===== src/rtl/mrrt_pkg.sv =====
// shared constants and types of the miller-rabin round tester
package mrrt_pkg;

  // fixed port width of the number fields
  localparam int unsigned PORT_W = 32;
  // width of the arithmetic, only the low NUM_WIDTH bits of each field are used
  localparam int unsigned NUM_WIDTH = 32;
  // bit index and squaring count width
  localparam int unsigned IDX_W = $clog2(NUM_WIDTH);
  // candidates up to this value always pass
  localparam logic [NUM_WIDTH-1:0] SMALL_MAX = NUM_WIDTH'(3);
  localparam logic [NUM_WIDTH-1:0] NUM_ONE   = NUM_WIDTH'(1);

  typedef logic [NUM_WIDTH-1:0] num_t;

  // request to the modular multiplier
  typedef struct packed {
    logic start;
    num_t x;
    num_t y;
  } mul_req_t;

  // result of the modular multiplier
  typedef struct packed {
    logic done;
    num_t res;
  } mul_rsp_t;

  // sequencer status toward the handshake logic
  typedef struct packed {
    logic idle;
    logic done;
    logic pass;
  } ctrl_stat_t;

endpackage


===== src/rtl/miller_rabin_round_tester_unit.sv =====
// top level of the miller-rabin round tester
//
// One Miller-Rabin round per input transfer: candidate_i (number under
// test), witness_i and last_witness_i. Each input transfer yields exactly one
// output transfer with round_pass_o and verdict_o, the AND of all rounds since
// the last round marked by last_witness_i; the running AND returns to pass
// after that marked round.
// Candidates up to 3 and even candidates go straight to the done state and
// use no multiplier. Odd ones use a bit-serial modular multiplier:
// one reduction of the witness, 32 squarings, one product per set bit of d
// and up to k-1 squarings, at most 64 products. Splitting n-1 into d * 2^k
// comes before them, and each squaring of the final loop is followed by a
// check against n-1; one shared multiplier does every product in turn.
// One item is in work at a time; in_ready_o is high only while the sequencer
// is idle. Results sit in an output register, so a new item can be taken
// while the previous result waits; a stalled receiver blocks the sequencer
// only once it has a second result ready.
// Reset clears the running verdict to pass and empties the output register.
module miller_rabin_round_tester_unit (
  input  logic                        clk_i,
  input  logic                        rst_ni,
  input  logic                        in_valid_i,
  output logic                        in_ready_o,
  input  logic [mrrt_pkg::PORT_W-1:0] candidate_i,
  input  logic [mrrt_pkg::PORT_W-1:0] witness_i,
  input  logic                        last_witness_i,
  output logic                        out_valid_o,
  input  logic                        out_ready_i,
  output logic                        round_pass_o,
  output logic                        verdict_o
);

  localparam int unsigned NW = mrrt_pkg::NUM_WIDTH;

  mrrt_pkg::mul_req_t   mul_req;
  mrrt_pkg::mul_rsp_t   mul_rsp;
  mrrt_pkg::num_t       mod_n;
  mrrt_pkg::ctrl_stat_t stat;

  logic in_xfer;
  logic ack;
  logic last_q;
  logic run_q;
  logic out_valid_q;
  logic pass_out_q;
  logic verdict_out_q;
  logic verdict_new;

  assign in_ready_o = stat.idle;
  assign in_xfer    = in_valid_i & stat.idle;
  assign ack        = stat.done & (~out_valid_q | out_ready_i);
  assign verdict_new = run_q & stat.pass;

  mrrt_ctrl u_ctrl (
    .clk_i   (clk_i),
    .rst_ni  (rst_ni),
    .start_i (in_xfer),
    .cand_i  (candidate_i[NW-1:0]),
    .wit_i   (witness_i[NW-1:0]),
    .ack_i   (ack),
    .rsp_i   (mul_rsp),
    .req_o   (mul_req),
    .n_o     (mod_n),
    .stat_o  (stat)
  );

  mrrt_modmul u_modmul (
    .clk_i  (clk_i),
    .rst_ni (rst_ni),
    .req_i  (mul_req),
    .n_i    (mod_n),
    .rsp_o  (mul_rsp)
  );

  // last-witness mark travels with the item
  always_ff @(posedge clk_i) begin
    if (in_xfer) begin
      last_q <= last_witness_i;
    end
  end

  // running verdict and output register
  always_ff @(posedge clk_i or negedge rst_ni) begin
    if (!rst_ni) begin
      run_q       <= 1'b1;
      out_valid_q <= 1'b0;
    end else begin
      if (ack) begin
        out_valid_q <= 1'b1;
        run_q       <= last_q | verdict_new;
      end else if (out_ready_i) begin
        out_valid_q <= 1'b0;
      end
    end
  end

  always_ff @(posedge clk_i) begin
    if (ack) begin
      pass_out_q    <= stat.pass;
      verdict_out_q <= verdict_new;
    end
  end

  assign out_valid_o  = out_valid_q;
  assign round_pass_o = pass_out_q;
  assign verdict_o    = verdict_out_q;

endmodule


===== src/rtl/mrrt_modmul.sv =====
// bit-serial interleaved modular multiplier, one multiplier bit per cycle
module mrrt_modmul (
  input  logic               clk_i,
  input  logic               rst_ni,
  input  mrrt_pkg::mul_req_t req_i,
  input  mrrt_pkg::num_t     n_i,
  output mrrt_pkg::mul_rsp_t rsp_o
);

  localparam int unsigned NW  = mrrt_pkg::NUM_WIDTH;
  localparam int unsigned TW  = NW + 2;

  logic                      busy_q, busy_d;
  logic                      done_q, done_d;
  logic [mrrt_pkg::IDX_W-1:0] cnt_q, cnt_d;
  mrrt_pkg::num_t            x_q, x_d;
  mrrt_pkg::num_t            y_q, y_d;
  mrrt_pkg::num_t            r_q, r_d;

  logic [TW-1:0] t_sum;
  logic [TW-1:0] n_one;
  logic [TW-1:0] n_two;
  logic [TW-1:0] t_red;

  // partial sum 2r + bit * x, always below three times the modulus
  assign t_sum = {1'b0, r_q, 1'b0} + {2'b00, (y_q[NW-1] ? x_q : '0)};
  assign n_one = {2'b00, n_i};
  assign n_two = {1'b0, n_i, 1'b0};

  // reduce with a single pick among three parallel candidates
  always_comb begin
    if (t_sum >= n_two) begin
      t_red = t_sum - n_two;
    end else if (t_sum >= n_one) begin
      t_red = t_sum - n_one;
    end else begin
      t_red = t_sum;
    end
  end

  // operand capture and bit stepping
  always_comb begin
    busy_d = busy_q;
    done_d = 1'b0;
    cnt_d  = cnt_q;
    x_d    = x_q;
    y_d    = y_q;
    r_d    = r_q;
    if (req_i.start) begin
      busy_d = 1'b1;
      cnt_d  = mrrt_pkg::IDX_W'(NW - 1);
      x_d    = req_i.x;
      y_d    = req_i.y;
      r_d    = '0;
    end else if (busy_q) begin
      r_d   = t_red[NW-1:0];
      y_d   = {y_q[NW-2:0], 1'b0};
      cnt_d = cnt_q - 1'b1;
      if (cnt_q == '0) begin
        busy_d = 1'b0;
        done_d = 1'b1;
      end
    end
  end

  always_ff @(posedge clk_i or negedge rst_ni) begin
    if (!rst_ni) begin
      busy_q <= 1'b0;
      done_q <= 1'b0;
    end else begin
      busy_q <= busy_d;
      done_q <= done_d;
    end
  end

  always_ff @(posedge clk_i) begin
    cnt_q <= cnt_d;
    x_q   <= x_d;
    y_q   <= y_d;
    r_q   <= r_d;
  end

  assign rsp_o.done = done_q;
  assign rsp_o.res  = r_q;

endmodule


===== src/rtl/mrrt_ctrl.sv =====
// round sequencer: factoring, square-and-multiply and the final squaring loop
module mrrt_ctrl (
  input  logic                  clk_i,
  input  logic                  rst_ni,
  input  logic                  start_i,
  input  mrrt_pkg::num_t        cand_i,
  input  mrrt_pkg::num_t        wit_i,
  input  logic                  ack_i,
  input  mrrt_pkg::mul_rsp_t    rsp_i,
  output mrrt_pkg::mul_req_t    req_o,
  output mrrt_pkg::num_t        n_o,
  output mrrt_pkg::ctrl_stat_t  stat_o
);

  localparam int unsigned NW = mrrt_pkg::NUM_WIDTH;

  typedef enum logic [7:0] {
    ST_IDLE   = 8'b0000_0001,
    ST_FACTOR = 8'b0000_0010,
    ST_REDUCE = 8'b0000_0100,
    ST_SQR    = 8'b0000_1000,
    ST_MUL    = 8'b0001_0000,
    ST_CHK    = 8'b0010_0000,
    ST_LOOP   = 8'b0100_0000,
    ST_DONE   = 8'b1000_0000
  } state_e;

  state_e                     state_q, state_d;
  logic                       pass_q, pass_d;
  mrrt_pkg::mul_req_t         req_q, req_d;
  mrrt_pkg::num_t             n_q, n_d;
  mrrt_pkg::num_t             a_q, a_d;
  mrrt_pkg::num_t             base_q, base_d;
  mrrt_pkg::num_t             r_q, r_d;
  mrrt_pkg::num_t             exp_q, exp_d;
  logic [mrrt_pkg::IDX_W-1:0] k_q, k_d;
  logic [mrrt_pkg::IDX_W-1:0] bit_q, bit_d;

  logic           step_bit;
  mrrt_pkg::num_t step_val;
  mrrt_pkg::num_t n_m1;

  assign n_m1 = n_q - mrrt_pkg::NUM_ONE;

  always_comb begin
    state_d   = state_q;
    pass_d    = pass_q;
    req_d     = req_q;
    req_d.start = 1'b0;
    n_d       = n_q;
    a_d       = a_q;
    base_d    = base_q;
    r_d       = r_q;
    exp_d     = exp_q;
    k_d       = k_q;
    bit_d     = bit_q;
    step_bit  = 1'b0;
    step_val  = rsp_i.res;

    case (state_q)
      // take the item and sort out the trivial candidates
      ST_IDLE: begin
        if (start_i) begin
          n_d   = cand_i;
          a_d   = wit_i;
          exp_d = cand_i - mrrt_pkg::NUM_ONE;
          k_d   = '0;
          if (cand_i <= mrrt_pkg::SMALL_MAX) begin
            pass_d  = 1'b1;
            state_d = ST_DONE;
          end else if (!cand_i[0]) begin
            pass_d  = 1'b0;
            state_d = ST_DONE;
          end else begin
            state_d = ST_FACTOR;
          end
        end
      end
      // strip trailing zeros of n-1, one per cycle
      ST_FACTOR: begin
        if (!exp_q[0]) begin
          exp_d = {1'b0, exp_q[NW-1:1]};
          k_d   = k_q + 1'b1;
        end else begin
          req_d.start = 1'b1;
          req_d.x     = mrrt_pkg::NUM_ONE;
          req_d.y     = a_q;
          state_d     = ST_REDUCE;
        end
      end
      // witness mod n, then first squaring of 1
      ST_REDUCE: begin
        if (rsp_i.done) begin
          base_d      = rsp_i.res;
          bit_d       = mrrt_pkg::IDX_W'(NW - 1);
          req_d.start = 1'b1;
          req_d.x     = mrrt_pkg::NUM_ONE;
          req_d.y     = mrrt_pkg::NUM_ONE;
          state_d     = ST_SQR;
        end
      end
      ST_SQR: begin
        if (rsp_i.done) begin
          r_d = rsp_i.res;
          if (exp_q[NW-1]) begin
            req_d.start = 1'b1;
            req_d.x     = rsp_i.res;
            req_d.y     = base_q;
            state_d     = ST_MUL;
          end else begin
            step_bit = 1'b1;
          end
        end
      end
      ST_MUL: begin
        if (rsp_i.done) begin
          r_d      = rsp_i.res;
          step_bit = 1'b1;
        end
      end
      // look for n-1 with the squarings that are left
      ST_CHK: begin
        if (r_q == n_m1) begin
          pass_d  = 1'b1;
          state_d = ST_DONE;
        end else if (k_q == mrrt_pkg::IDX_W'(1)) begin
          pass_d  = 1'b0;
          state_d = ST_DONE;
        end else begin
          k_d         = k_q - 1'b1;
          req_d.start = 1'b1;
          req_d.x     = r_q;
          req_d.y     = r_q;
          state_d     = ST_LOOP;
        end
      end
      ST_LOOP: begin
        if (rsp_i.done) begin
          r_d     = rsp_i.res;
          state_d = ST_CHK;
        end
      end
      // hold the result until the output side takes it
      ST_DONE: begin
        if (ack_i) begin
          state_d = ST_IDLE;
        end
      end
      default: begin
        state_d = ST_IDLE;
      end
    endcase

    // advance to the next exponent bit or finish the power
    if (step_bit) begin
      if (bit_q == '0) begin
        if (step_val == mrrt_pkg::NUM_ONE) begin
          pass_d  = 1'b1;
          state_d = ST_DONE;
        end else begin
          state_d = ST_CHK;
        end
      end else begin
        bit_d       = bit_q - 1'b1;
        exp_d       = {exp_q[NW-2:0], 1'b0};
        req_d.start = 1'b1;
        req_d.x     = step_val;
        req_d.y     = step_val;
        state_d     = ST_SQR;
      end
    end
  end

  always_ff @(posedge clk_i or negedge rst_ni) begin
    if (!rst_ni) begin
      state_q <= ST_IDLE;
      req_q   <= '0;
    end else begin
      state_q <= state_d;
      req_q   <= req_d;
    end
  end

  always_ff @(posedge clk_i) begin
    pass_q <= pass_d;
    n_q    <= n_d;
    a_q    <= a_d;
    base_q <= base_d;
    r_q    <= r_d;
    exp_q  <= exp_d;
    k_q    <= k_d;
    bit_q  <= bit_d;
  end

  assign req_o       = req_q;
  assign n_o         = n_q;
  assign stat_o.idle = (state_q == ST_IDLE);
  assign stat_o.done = (state_q == ST_DONE);
  assign stat_o.pass = pass_q;

endmodule


===== config.mk =====
export PLATFORM = sky130hd
export DESIGN_NAME = miller_rabin_round_tester_unit
export DESIGN_NICKNAME = d
export VERILOG_FILES = /design/src/rtl/mrrt_pkg.sv /design/src/rtl/miller_rabin_round_tester_unit.sv /design/src/rtl/mrrt_modmul.sv /design/src/rtl/mrrt_ctrl.sv
export SDC_FILE = /design/constraint.sdc
export NUM_CORES = 1
export LEC_CHECK = 0
export ABC_CLOCK_PERIOD_IN_PS = 12400
export BUFFER_PORTS_ARGS = -buffer_cell sky130_fd_sc_hd__buf_2
export CAP_MARGIN = 20
export CORE_ASPECT_RATIO = 1.25
export CORE_MARGIN = 5
export CORE_UTILIZATION = 60
export DETAILED_ROUTE_END_ITERATION = 6
export PLACE_DENSITY = 0.84
export SETUP_SLACK_MARGIN = 0.05
export SLEW_MARGIN = 20
export SYNTH_ARGS = -nofsm -noshare
export SYNTH_HDL_FRONTEND = slang
export SYNTH_SLANG_ARGS = --single-unit

===== constraint.sdc =====
create_clock -name clk_i -period 12.4 [get_ports clk_i]
set_input_delay 1.86 -clock clk_i [delete_from_list [all_inputs] [get_ports clk_i]]
set_output_delay 1.86 -clock clk_i [all_outputs]
set_load 0.005 [all_outputs]

# Yosys cells after proc, flatten, opt, wreduce, memory -nomap -nowiden
# Cells that the tools add are included.
# word_totals
mem_count	0
mem_bits_rw	0
latchBits	0
mem_bits_ro	0
word_cells	139
output_inout_bits	4
ff_bits	352
in_bits	69
# op_classes
mul	0
bitwise_logic	6
mux	64
shift	0
reduce_logical	11
eq_ne	23
n_div	0
add_sub_neg	9
n_lt_le_gt_ge	3
# op_table
cell	n
two-way mux 65 bit	8
two-way mux 32 bit	9
one-hot mux 65 bit (4 select lines)	1
two-way mux 8 bit	14
one-hot mux 32 bit (2 select lines)	1
one-hot mux 8 bit (8 select lines)	1
subtractor 32 x 1 -> 32 bit (second input constant)	2
subtractor 32 bit	2
two-way mux 5 bit	8
adder 33 x 32 -> 34 bit	1
greater-or-equal comparator 34 x 32 -> 1 bit	1
greater-or-equal comparator 34 x 33 -> 1 bit	1
equality test 32 x 1 -> 1 bit (second input constant)	1
equality test 32 bit	1
less-or-equal comparator 32 x 2 -> 1 bit (second input constant)	1
inequality test 3 x 1 -> 1 bit (second input constant)	7
two-way mux 1 bit	19
one-hot mux 5 bit (3 select lines)	1
subtractor 5 x 1 -> 5 bit (second input constant)	3
zero test 5 bit	2
equality test 8 x 1 -> 1 bit (second input constant)	1
equality test 8 x 2 -> 1 bit (second input constant)	1
equality test 8 x 3 -> 1 bit (second input constant)	1
equality test 8 x 4 -> 1 bit (second input constant)	1
other kinds (18)	28

# Depth between registers and ports, before layout
# Gate-level depths: netlist (run 1).
# logic_depth
word_depth	7
mapped_depth	26
depth_no_buf	23

# By module
# From an unflattened synthesis (run 1), not the netlist that was laid out.
# hier_totals
hier_cells	2217
hier_area_um2	21928.5
# modules_own_cells
module	seq_area_each_um2	instances	area_per_inst_um2	cells_per_inst
mrrt_ctrl	6582.6	1	12261.8	1123
mrrt_modmul	2712.6	1	9466.6	1082
miller_rabin_round_tester_unit	141.4	1	200.2	12

# Least setup slack after synthesis (run 1)
# Ideal clock, no wire load.
# synth_timing
path_type	reg-to-reg
startpoint	reg u_modmul.y_q[31]
endpoint	reg u_modmul.r_q[18]
required_time_ns	12.286
synth_period_minus_slack_ns	5.587
path_buffers	4
t_arrival_ns	5.472
path_stages_with_launch	24
slack_ns	6.813
cell_sequence	edfxtp_1 -> clkbuf_1 -> and2_1 -> ha_1 -> a211o_1 -> a2111oi_0 -> nor3_1 -> o41ai_1 -> o21bai_1 -> a21oi_1 -> xnor2_1 -> ha_1 -> clkbuf_1 -> nand3_1 -> a31oi_1 -> o21ai_0 -> or4b_1 -> or3_1 -> a41o_1 -> a21oi_1 -> buf_2 -> buf_2 -> a21oi_1 -> a2111oi_0
# synth_via
elab_chain_cells	5
word_cells_on_any_way	8
classes_between	3 x add/sub; 2 x order compare; 3 x mux
# synth_lines
element	line_no	rtl
start, declared	mrrt_modmul.sv:17	mrrt_pkg::num_t y_q, y_d;
start signal, assigned	mrrt_modmul.sv:79	y_q <= y_d;
two-way mux 32 bit (*)	mrrt_modmul.sv:26	assign t_sum = {1'b0, r_q, 1'b0} + {2'b00, (y_q[NW-1] ? x_q : '0)};
adder 33 x 32 -> 34 bit (*)	mrrt_modmul.sv:26	
subtractor 32 bit / greater-or-equal comparator 34 x 32 -> 1 bit (equally long branches)	mrrt_modmul.sv:35, mrrt_modmul.sv:34	
two-way mux 32 bit	mrrt_modmul.sv:34	end else if (t_sum >= n_one) begin
two-way mux 32 bit (*)	mrrt_modmul.sv:32	if (t_sum >= n_two) begin
end signal, assigned	mrrt_modmul.sv:80	r_q <= r_d;
end, declared	mrrt_modmul.sv:18	mrrt_pkg::num_t r_q, r_d;
# Mark *: on every way between the ends. The rest lies on a longest branch, timed or not.
# A chain may end at the register's enable or synchronous reset.

# Worst setup path in the final report (run 1)
# Ends and elaborated chain as after synthesis.

==> metrics.log, run 1 <==
INFO  metric detail_route.wirelength = 69050 um
INFO  metric antennaDiodeCount = 0
INFO  metric finalCritPeriodShare = 60.22%
INFO  metric clk_pin_slew = 0.06 ns
INFO  metric synthesis.area = 21430 um2
INFO  metric synth_area_leaders = edfxtp_1 28%, dfrtp_1 8.8%, dfxtp_1 7.0%, ha_1 6.0%, xnor2_1 4.2%
INFO  metric synth.lib_cells_used.distinct = 94
INFO  metric detailedRoute.firstIterationViolations = 2115
INFO  metric initial_core_util = 60.62%
INFO  metric finalSetupViolations = 0
INFO  metric ys.warnings.count = 0
INFO  metric clock_tree.root_cell = clkbuf_16
INFO  metric postSynthCellCount = 2211
INFO  metric max_freq = 133.9 MHz
INFO  metric actual_transition_at_the_worst_max_transition_pin = 1.076 ns
INFO  metric die-area = 39630 um2
INFO  metric grt_pass1_wl = 105500 um
INFO  metric postCtsSetupRepairBufs = 0
INFO  metric antenna_found_initial = 0
INFO  metric synth_enable_flop_cells = 200
INFO  metric ys_ff_latch = 352
INFO  metric synth_fp_nets = 2385
INFO  metric grt_setup_unrepaired = false
INFO  metric synth_async_sr_flop_share = 21.88%
INFO  metric post_route_drc = 0
INFO  metric first_global_vias = 18632
INFO  metric syn_to_final_growth = 9.824%
INFO  metric drive_gt1_share = 10.25%
INFO  metric drv_slew = 0
INFO  metric numCtsBuffers = 37
INFO  metric gpl.final_weighted_congestion = 1.001
INFO  metric top_level_ports = 73
INFO  metric place.detailed.hpwl = 49440 um
INFO  metric drt_pass1_iterations = 6
INFO  metric final_common_cell = nor2_1
INFO  metric worstSkewPairLatency = 0.55 ns
INFO  metric dieWidth = 179.1 um
INFO  metric final.min_clock_period = 7.467 ns
INFO  metric chipHeight = 221.3 um
INFO  metric post_cts_resize_count = 0
INFO  metric num_rows = 77
INFO  metric synth_top_cell_area_share = 28.02%
INFO  metric crit_fanout = 33
INFO  metric worst_hold_path_type = reg2reg
INFO  metric final_cell_mix = 231 x nor2_1, 200 x edfxtp_1, 171 x a21oi_1
INFO  metric clock_tree.htree_level_count = 2
INFO  metric fillCellCount = 2729
INFO  metric overflow = 0
INFO  metric core_region_area = 35360 um2
INFO  metric nets = 2429
INFO  metric critical_path.startpoint_type = flop
INFO  metric post_cts_hold_buffer_count = 0
INFO  metric worstPathRequired = 12.74 ns
INFO  metric number_of_clock_sinks_seen_by_cts = 352
INFO  metric mapped_avg_cell_area = 9.694 um2
INFO  metric tritoncts_clock_tree = built
INFO  metric critical_path.endpoint_type = flop
INFO  metric synthFlopType = edfxtp_1
INFO  metric vias_per_cell = 6.944
INFO  metric synth-seq-area-share = 44.03%
INFO  metric status = finished, final reports clean
INFO  metric clock-skew-final = 0.02831 ns
INFO  metric antenna_left = 0
INFO  metric cts_max_path_buffers = 3
INFO  metric arrival = 7.80 ns
INFO  metric maxCapViolations = 0
INFO  metric port_buffers = 72
INFO  metric routed-via-count = 19151
INFO  metric max-slew-margin-rel = 27.35%
INFO  metric synth_largest_area_cell = edfxtp_1
INFO  metric grt_max_degree = 67
INFO  metric grtUsageTotal = 34.23%
INFO  metric timing_hold_violations_final = 0
INFO  metric wl_per_cell = 25.04 um
INFO  metric fin_setup_tns = 0 ns
INFO  metric path_class = reg2reg
Yosys cell counts (all sizes together), types with 24 or more instances:
cell,number
nand2,161
xor2,45
dfxtp,75
nor2,235
nor4,33
mux2,32
ha,102
inv,83
a221oi,48
nand3,42
dfrtp,75
o22ai,28
buf,28
o21ai,84
edfxtp,200
a21o,46
nor3,55
a211oi,31
and2,47
xnor2,103
a21oi,173
clkbuf,65
a31oi,36
o21a,24
layout make-up:
type / count / area (um2) / area share (%)
multi-input cells: 1682 / 11320 / 48.10
flip-flops and latches: 352 / 9440 / 40.10
clock buffers: 41 / 972.2 / 4.130
well taps: 474 / 593.1 / 2.519
repair buffers: 98 / 561.8 / 2.387
clock inverters: 27 / 334.1 / 1.419
inverters: 84 / 315.3 / 1.339
critical path, stage by stage, from the launching register on:
cell and delay, ns:
edfxtp_1 0.91, and2_1 0.24, ha_1 0.29, a211o_1 0.32
a2111oi_0 0.39, nor3_1 0.17, o41ai_1 0.74, o221ai_1 0.29
nand2_1 0.11, a21boi_0 0.11, xnor2_1 0.38, ha_1 0.38
a21o_1 0.18, a21o_1 0.16, a21oi_1 0.27, a31oi_1 0.14
a211o_1 0.34, a41oi_1 0.22, o21a_1 0.14, buf_4 0.33
and2_1 0.86, a2111oi_0 0.26
final timing paths:
check | slack [ns] | to | start | cells past startpoint
worst min register to register | 0.45 | u_modmul.x_q[8] | u_ctrl.req_o[40] | 0
min in group asynchronous | 1.18 | u_ctrl.req_o[5] | rst_ni | 1
max in group asynchronous | 10.02 | u_ctrl.req_o[64] | rst_ni | 2
worst min-delay path | 0.45 | u_modmul.x_q[8] | u_ctrl.req_o[40] | 0
worst max register to register | 4.93 | u_modmul.r_q[18] | u_modmul.y_q[31] | 21
worst max-delay path | 4.93 | u_modmul.r_q[18] | u_modmul.y_q[31] | 21
cells by family (layout without fill, tap and decap cells):
group	count (synthesis)	count (layout)	synth area share [%]
adder cells (fa/ha/maj)	105	105	6.234
AO/OA/AOI/OAI	654	654	20.87
AND/OR/NAND/NOR	722	722	16.75
multiplexers	53	53	2.662
flip-flops	352	352	44.03
XOR/XNOR	148	148	6.048
buffers and inverters	177	250	3.415
sequential cells by signal, indices dropped and copies added, names as in the netlist, 5 cells and up:
signal	cells
u_modmul.r_q	32
u_ctrl.bit_q	5
u_ctrl.r_q	32
u_modmul.y_q	32
u_ctrl.k_q	5
u_ctrl.a_q	32
u_modmul.cnt_q	5
u_ctrl.base_q	32
u_ctrl.state_q	8
u_ctrl.n_o	32
u_modmul.x_q	32
u_ctrl.req_o	65
u_ctrl.exp_q	32
stage by stage:
step | area, um2 | instances | utilization, % | worst slack (ns) | hold WS (ns)
finish | 23540 | 2758 | 66.58 | 4.933 | 0.4485
global route | 23540 | 2758 | 66.58 | 4.603 | 0.4531
CTS | 23540 | 2758 | 66.56 | 5.133 | 0.4447
detailed placement | 22230 | 2690 | 62.87 | 5.163 | 0.4312
global placement | 22220 | 2689 | 62.84 | 5.472 | 0.4307
floorplan | 21430 | 2211 | - | 6.813 | 0.4209
per-layer routing:
layer	vias to the layer above	GRT usage, %	part of all wire, %
li1	8449	-	-
met4	0	24.89	9.5
met1	9053	41.44	35
met5	-	0	0
met3	366	6.419	9.3
met2	1283	54.17	46
Power of run 1 is not shown: default switching activity piles up to over one toggle a cycle in this logic, so the estimate is an artifact.
==> inputs of run 2 (changes only) <==
Settings changed: ABC_CLOCK_PERIOD_IN_PS 12400 to 7100.
Clock period 12.4 ns to 7.1 ns, I/O delays scaled along.
==> metrics.log, run 2 (synthesized netlist as in run 1, its figures left out) <==
INFO  metric status = finished, violations left (was finished, final reports clean)
INFO  metric violations = DRC
INFO  metric final_cell_mix = 230 x nor2_1, 200 x edfxtp_1, 171 x a21oi_1 (was 231 x nor2_1, 200 x edfxtp_1, 171 x a21oi_1)
INFO  metric crit_fanout = 32 (was 33)
INFO  metric finalCritPeriodShare = 90.63% (was 60.22%)
INFO  metric grt_setup_unrepaired = false (unchanged)
INFO  metric gpl.final_weighted_congestion = 1.023 (was 1.001)
INFO  metric drt_pass1_iterations = 7 (was 6)
INFO  metric r2r_cells = 22 (was 21)
INFO  metric arrival = 6.84 ns (was 7.80 ns)
INFO  metric port_buffers = 72 (unchanged)
INFO  metric routed-via-count = 19023 (was 19151)
INFO  metric vias_per_cell = 6.855 (was 6.944)
INFO  metric cts_max_path_buffers = 3 (unchanged)
INFO  metric drive_gt1_share = 10.86% (was 10.25%)
INFO  metric final.min_clock_period = 6.435 ns (was 7.467 ns)
INFO  metric max-slew-margin-rel = 33.55% (was 27.35%)
INFO  metric largest_reg_flops = 65 (unchanged)
INFO  metric dieWidth = 179.1 um (unchanged)
INFO  metric chipHeight = 221.3 um (unchanged)
INFO  metric drv_slew = 0 (unchanged)
INFO  metric min-delay-start = u_ctrl.req_o[49] (was u_ctrl.req_o[40])
INFO  metric num_rows = 77 (unchanged)
INFO  metric path_class = reg2reg (unchanged)
INFO  metric clk_pin_slew = 0.06 ns (about the same)
INFO  metric nets = 2447 (was 2429)
INFO  metric wl_per_cell = 25.61 um (was 25.04 um)
INFO  metric actual_transition_at_the_worst_max_transition_pin = 0.9967 ns (was 1.076 ns)
INFO  metric finalSetupViolations = 0 (unchanged)
INFO  metric worstReg2RegEnd = u_modmul.r_q[9] (was u_modmul.r_q[18])
INFO  metric die-area = 39630 um2 (unchanged)
INFO  metric fillCellCount = 2815 (was 2729)
INFO  metric critical_path.endpoint_type = flop (unchanged)
INFO  metric worstPathRequired = 7.50 ns (was 12.74 ns)
INFO  metric max_freq = 155.4 MHz (was 133.9 MHz)
INFO  metric antenna_left = 0 (unchanged)
INFO  metric post_route_drc = 3 (was 0)
INFO  metric grt_pass1_wl = 106800 um (was 105500 um)
INFO  metric grtUsageTotal = 35.01% (was 34.23%)
INFO  metric final_common_cell = nor2_1 (unchanged)
INFO  metric worst_hold_path_type = reg2reg (unchanged)
INFO  metric numCtsBuffers = 36 (was 37)
INFO  metric tritoncts_clock_tree = built (unchanged)
INFO  metric antenna_found_initial = 0 (unchanged)
INFO  metric clock-skew-final = 0.02304 ns (was 0.02831 ns)
INFO  metric place.detailed.hpwl = 52110 um (was 49440 um)
INFO  metric clock_tree.root_cell = clkbuf_16 (unchanged)
INFO  metric first_global_vias = 18439 (was 18632)
INFO  metric detail_route.wirelength = 71070 um (was 69050 um)
INFO  metric timing.hold.worst_path_depth = 0 (unchanged)
INFO  metric core_region_area = 35360 um2 (unchanged)
INFO  metric number_of_clock_sinks_seen_by_cts = 352 (unchanged)
INFO  metric grt_max_degree = 71 (was 67)
INFO  metric reg2reg_slack = 0.67 ns (was 4.93 ns)
INFO  metric syn_to_final_growth = 10.03% (was 9.824%)
INFO  metric overflow = 0 (unchanged)
INFO  metric critical_path.startpoint_type = flop (unchanged)
INFO  metric detailedRoute.firstIterationViolations = 2092 (was 2115)
INFO  metric clock_tree.htree_level_count = 2 (unchanged)
INFO  metric fin_setup_tns = 0 ns (unchanged)
INFO  metric r2r-start = u_modmul.y_q[31] (unchanged)
INFO  metric timing.hold.worst_endpoint = u_modmul.x_q[17] (was u_modmul.x_q[8])
INFO  metric worstSkewPairLatency = 0.54 ns (was 0.55 ns)
INFO  metric initial_core_util = 60.62% (unchanged)
INFO  metric top_level_ports = 73 (unchanged)
INFO  metric timing_hold_violations_final = 0 (unchanged)
INFO  metric maxCapViolations = 0 (unchanged)
INFO  metric antennaDiodeCount = 0 (unchanged)
[run 2: what timing repair did]
item / in CTS / in global routing
gates resized for setup: 0 / 1
endpoints found under the setup margin: 0 / 27
hold buffers: 0 / 0
buffers inserted: 0 / 1
[run 2: stage by stage]
stage / util (%) / hold slack [ns] / cells / area [um2] / setup slack, ns
6_report: 66.70 / 0.4480 / 2775 / 23590 / 0.6652
2_1_floorplan: - / 0.4209 / 2211 / 21430 / 1.513
3_3_place_gp: 63.24 / 0.4311 / 2708 / 22360 / 0.5655
3_5_place_dp: 63.24 / 0.4319 / 2708 / 22360 / 0.3652
4_1_cts: 66.64 / 0.4466 / 2774 / 23560 / 0.3341
5_1_grt: 66.70 / 0.4516 / 2775 / 23590 / 0.1510
[run 2: worst max path at each step]
stage / endpoint / cells past startpoint / slack [ns] / startpoint
finish: u_modmul.r_q[9] / 22 / 0.67 / u_modmul.y_q[31]
detailed placement: u_modmul.r_q[0] / 24 / 0.37 / u_modmul.y_q[31]
floorplan: u_modmul.r_q[18] / 23 / 1.51 / u_modmul.y_q[31]
global route: u_modmul.r_q[0] / 24 / 0.15 / u_modmul.y_q[31]
CTS: u_modmul.r_q[2] / 20 / 0.33 / u_modmul.y_q[31]
global placement: u_modmul.r_q[0] / 22 / 0.57 / u_modmul.y_q[31]
[run 2: final cells by class]
class                   count  area [um2]  area share (%)
clock buffers              46        1001           4.244
flip-flops and latches    352        9440           40.03
multi-input cells        1682       11330           48.05
well taps                 474       593.1           2.515
inverters                  84       315.3           1.337
repair buffers            117       700.7           2.971
clock inverters            20       201.4          0.8541
[run 2: critical path, stage by stage (launching register included)]
cell       delay (ns)
edfxtp_1         0.59
and2_1           0.24
ha_1             0.21
inv_1            0.08
fa_1             0.22
nor2b_1          0.08
o31ai_1          0.38
a21oi_1          0.22
o41ai_2          0.50
o21bai_1         0.11
a21oi_1          0.19
xnor2_1          0.27
ha_1             0.41
nand3_1          0.15
a31oi_1          0.09
o21ai_0          0.23
or4b_1           0.47
or3_1            0.38
a41o_1           0.35
a21oi_4          0.15
buf_4            0.37
mux2i_1          0.13
a2111oi_0        0.46
[run 2: metal layers]
metal | part of all wire [%] | GRT usage, % | vias up
met5 | 0 | 0 | -
met4 | 10 | 28.24 | 0
met3 | 8.0 | 5.958 | 358
met2 | 46 | 55.53 | 1124
met1 | 36 | 41.42 | 9060
li1 | - | - | 8481
Power of run 2 is left out for the same reason.
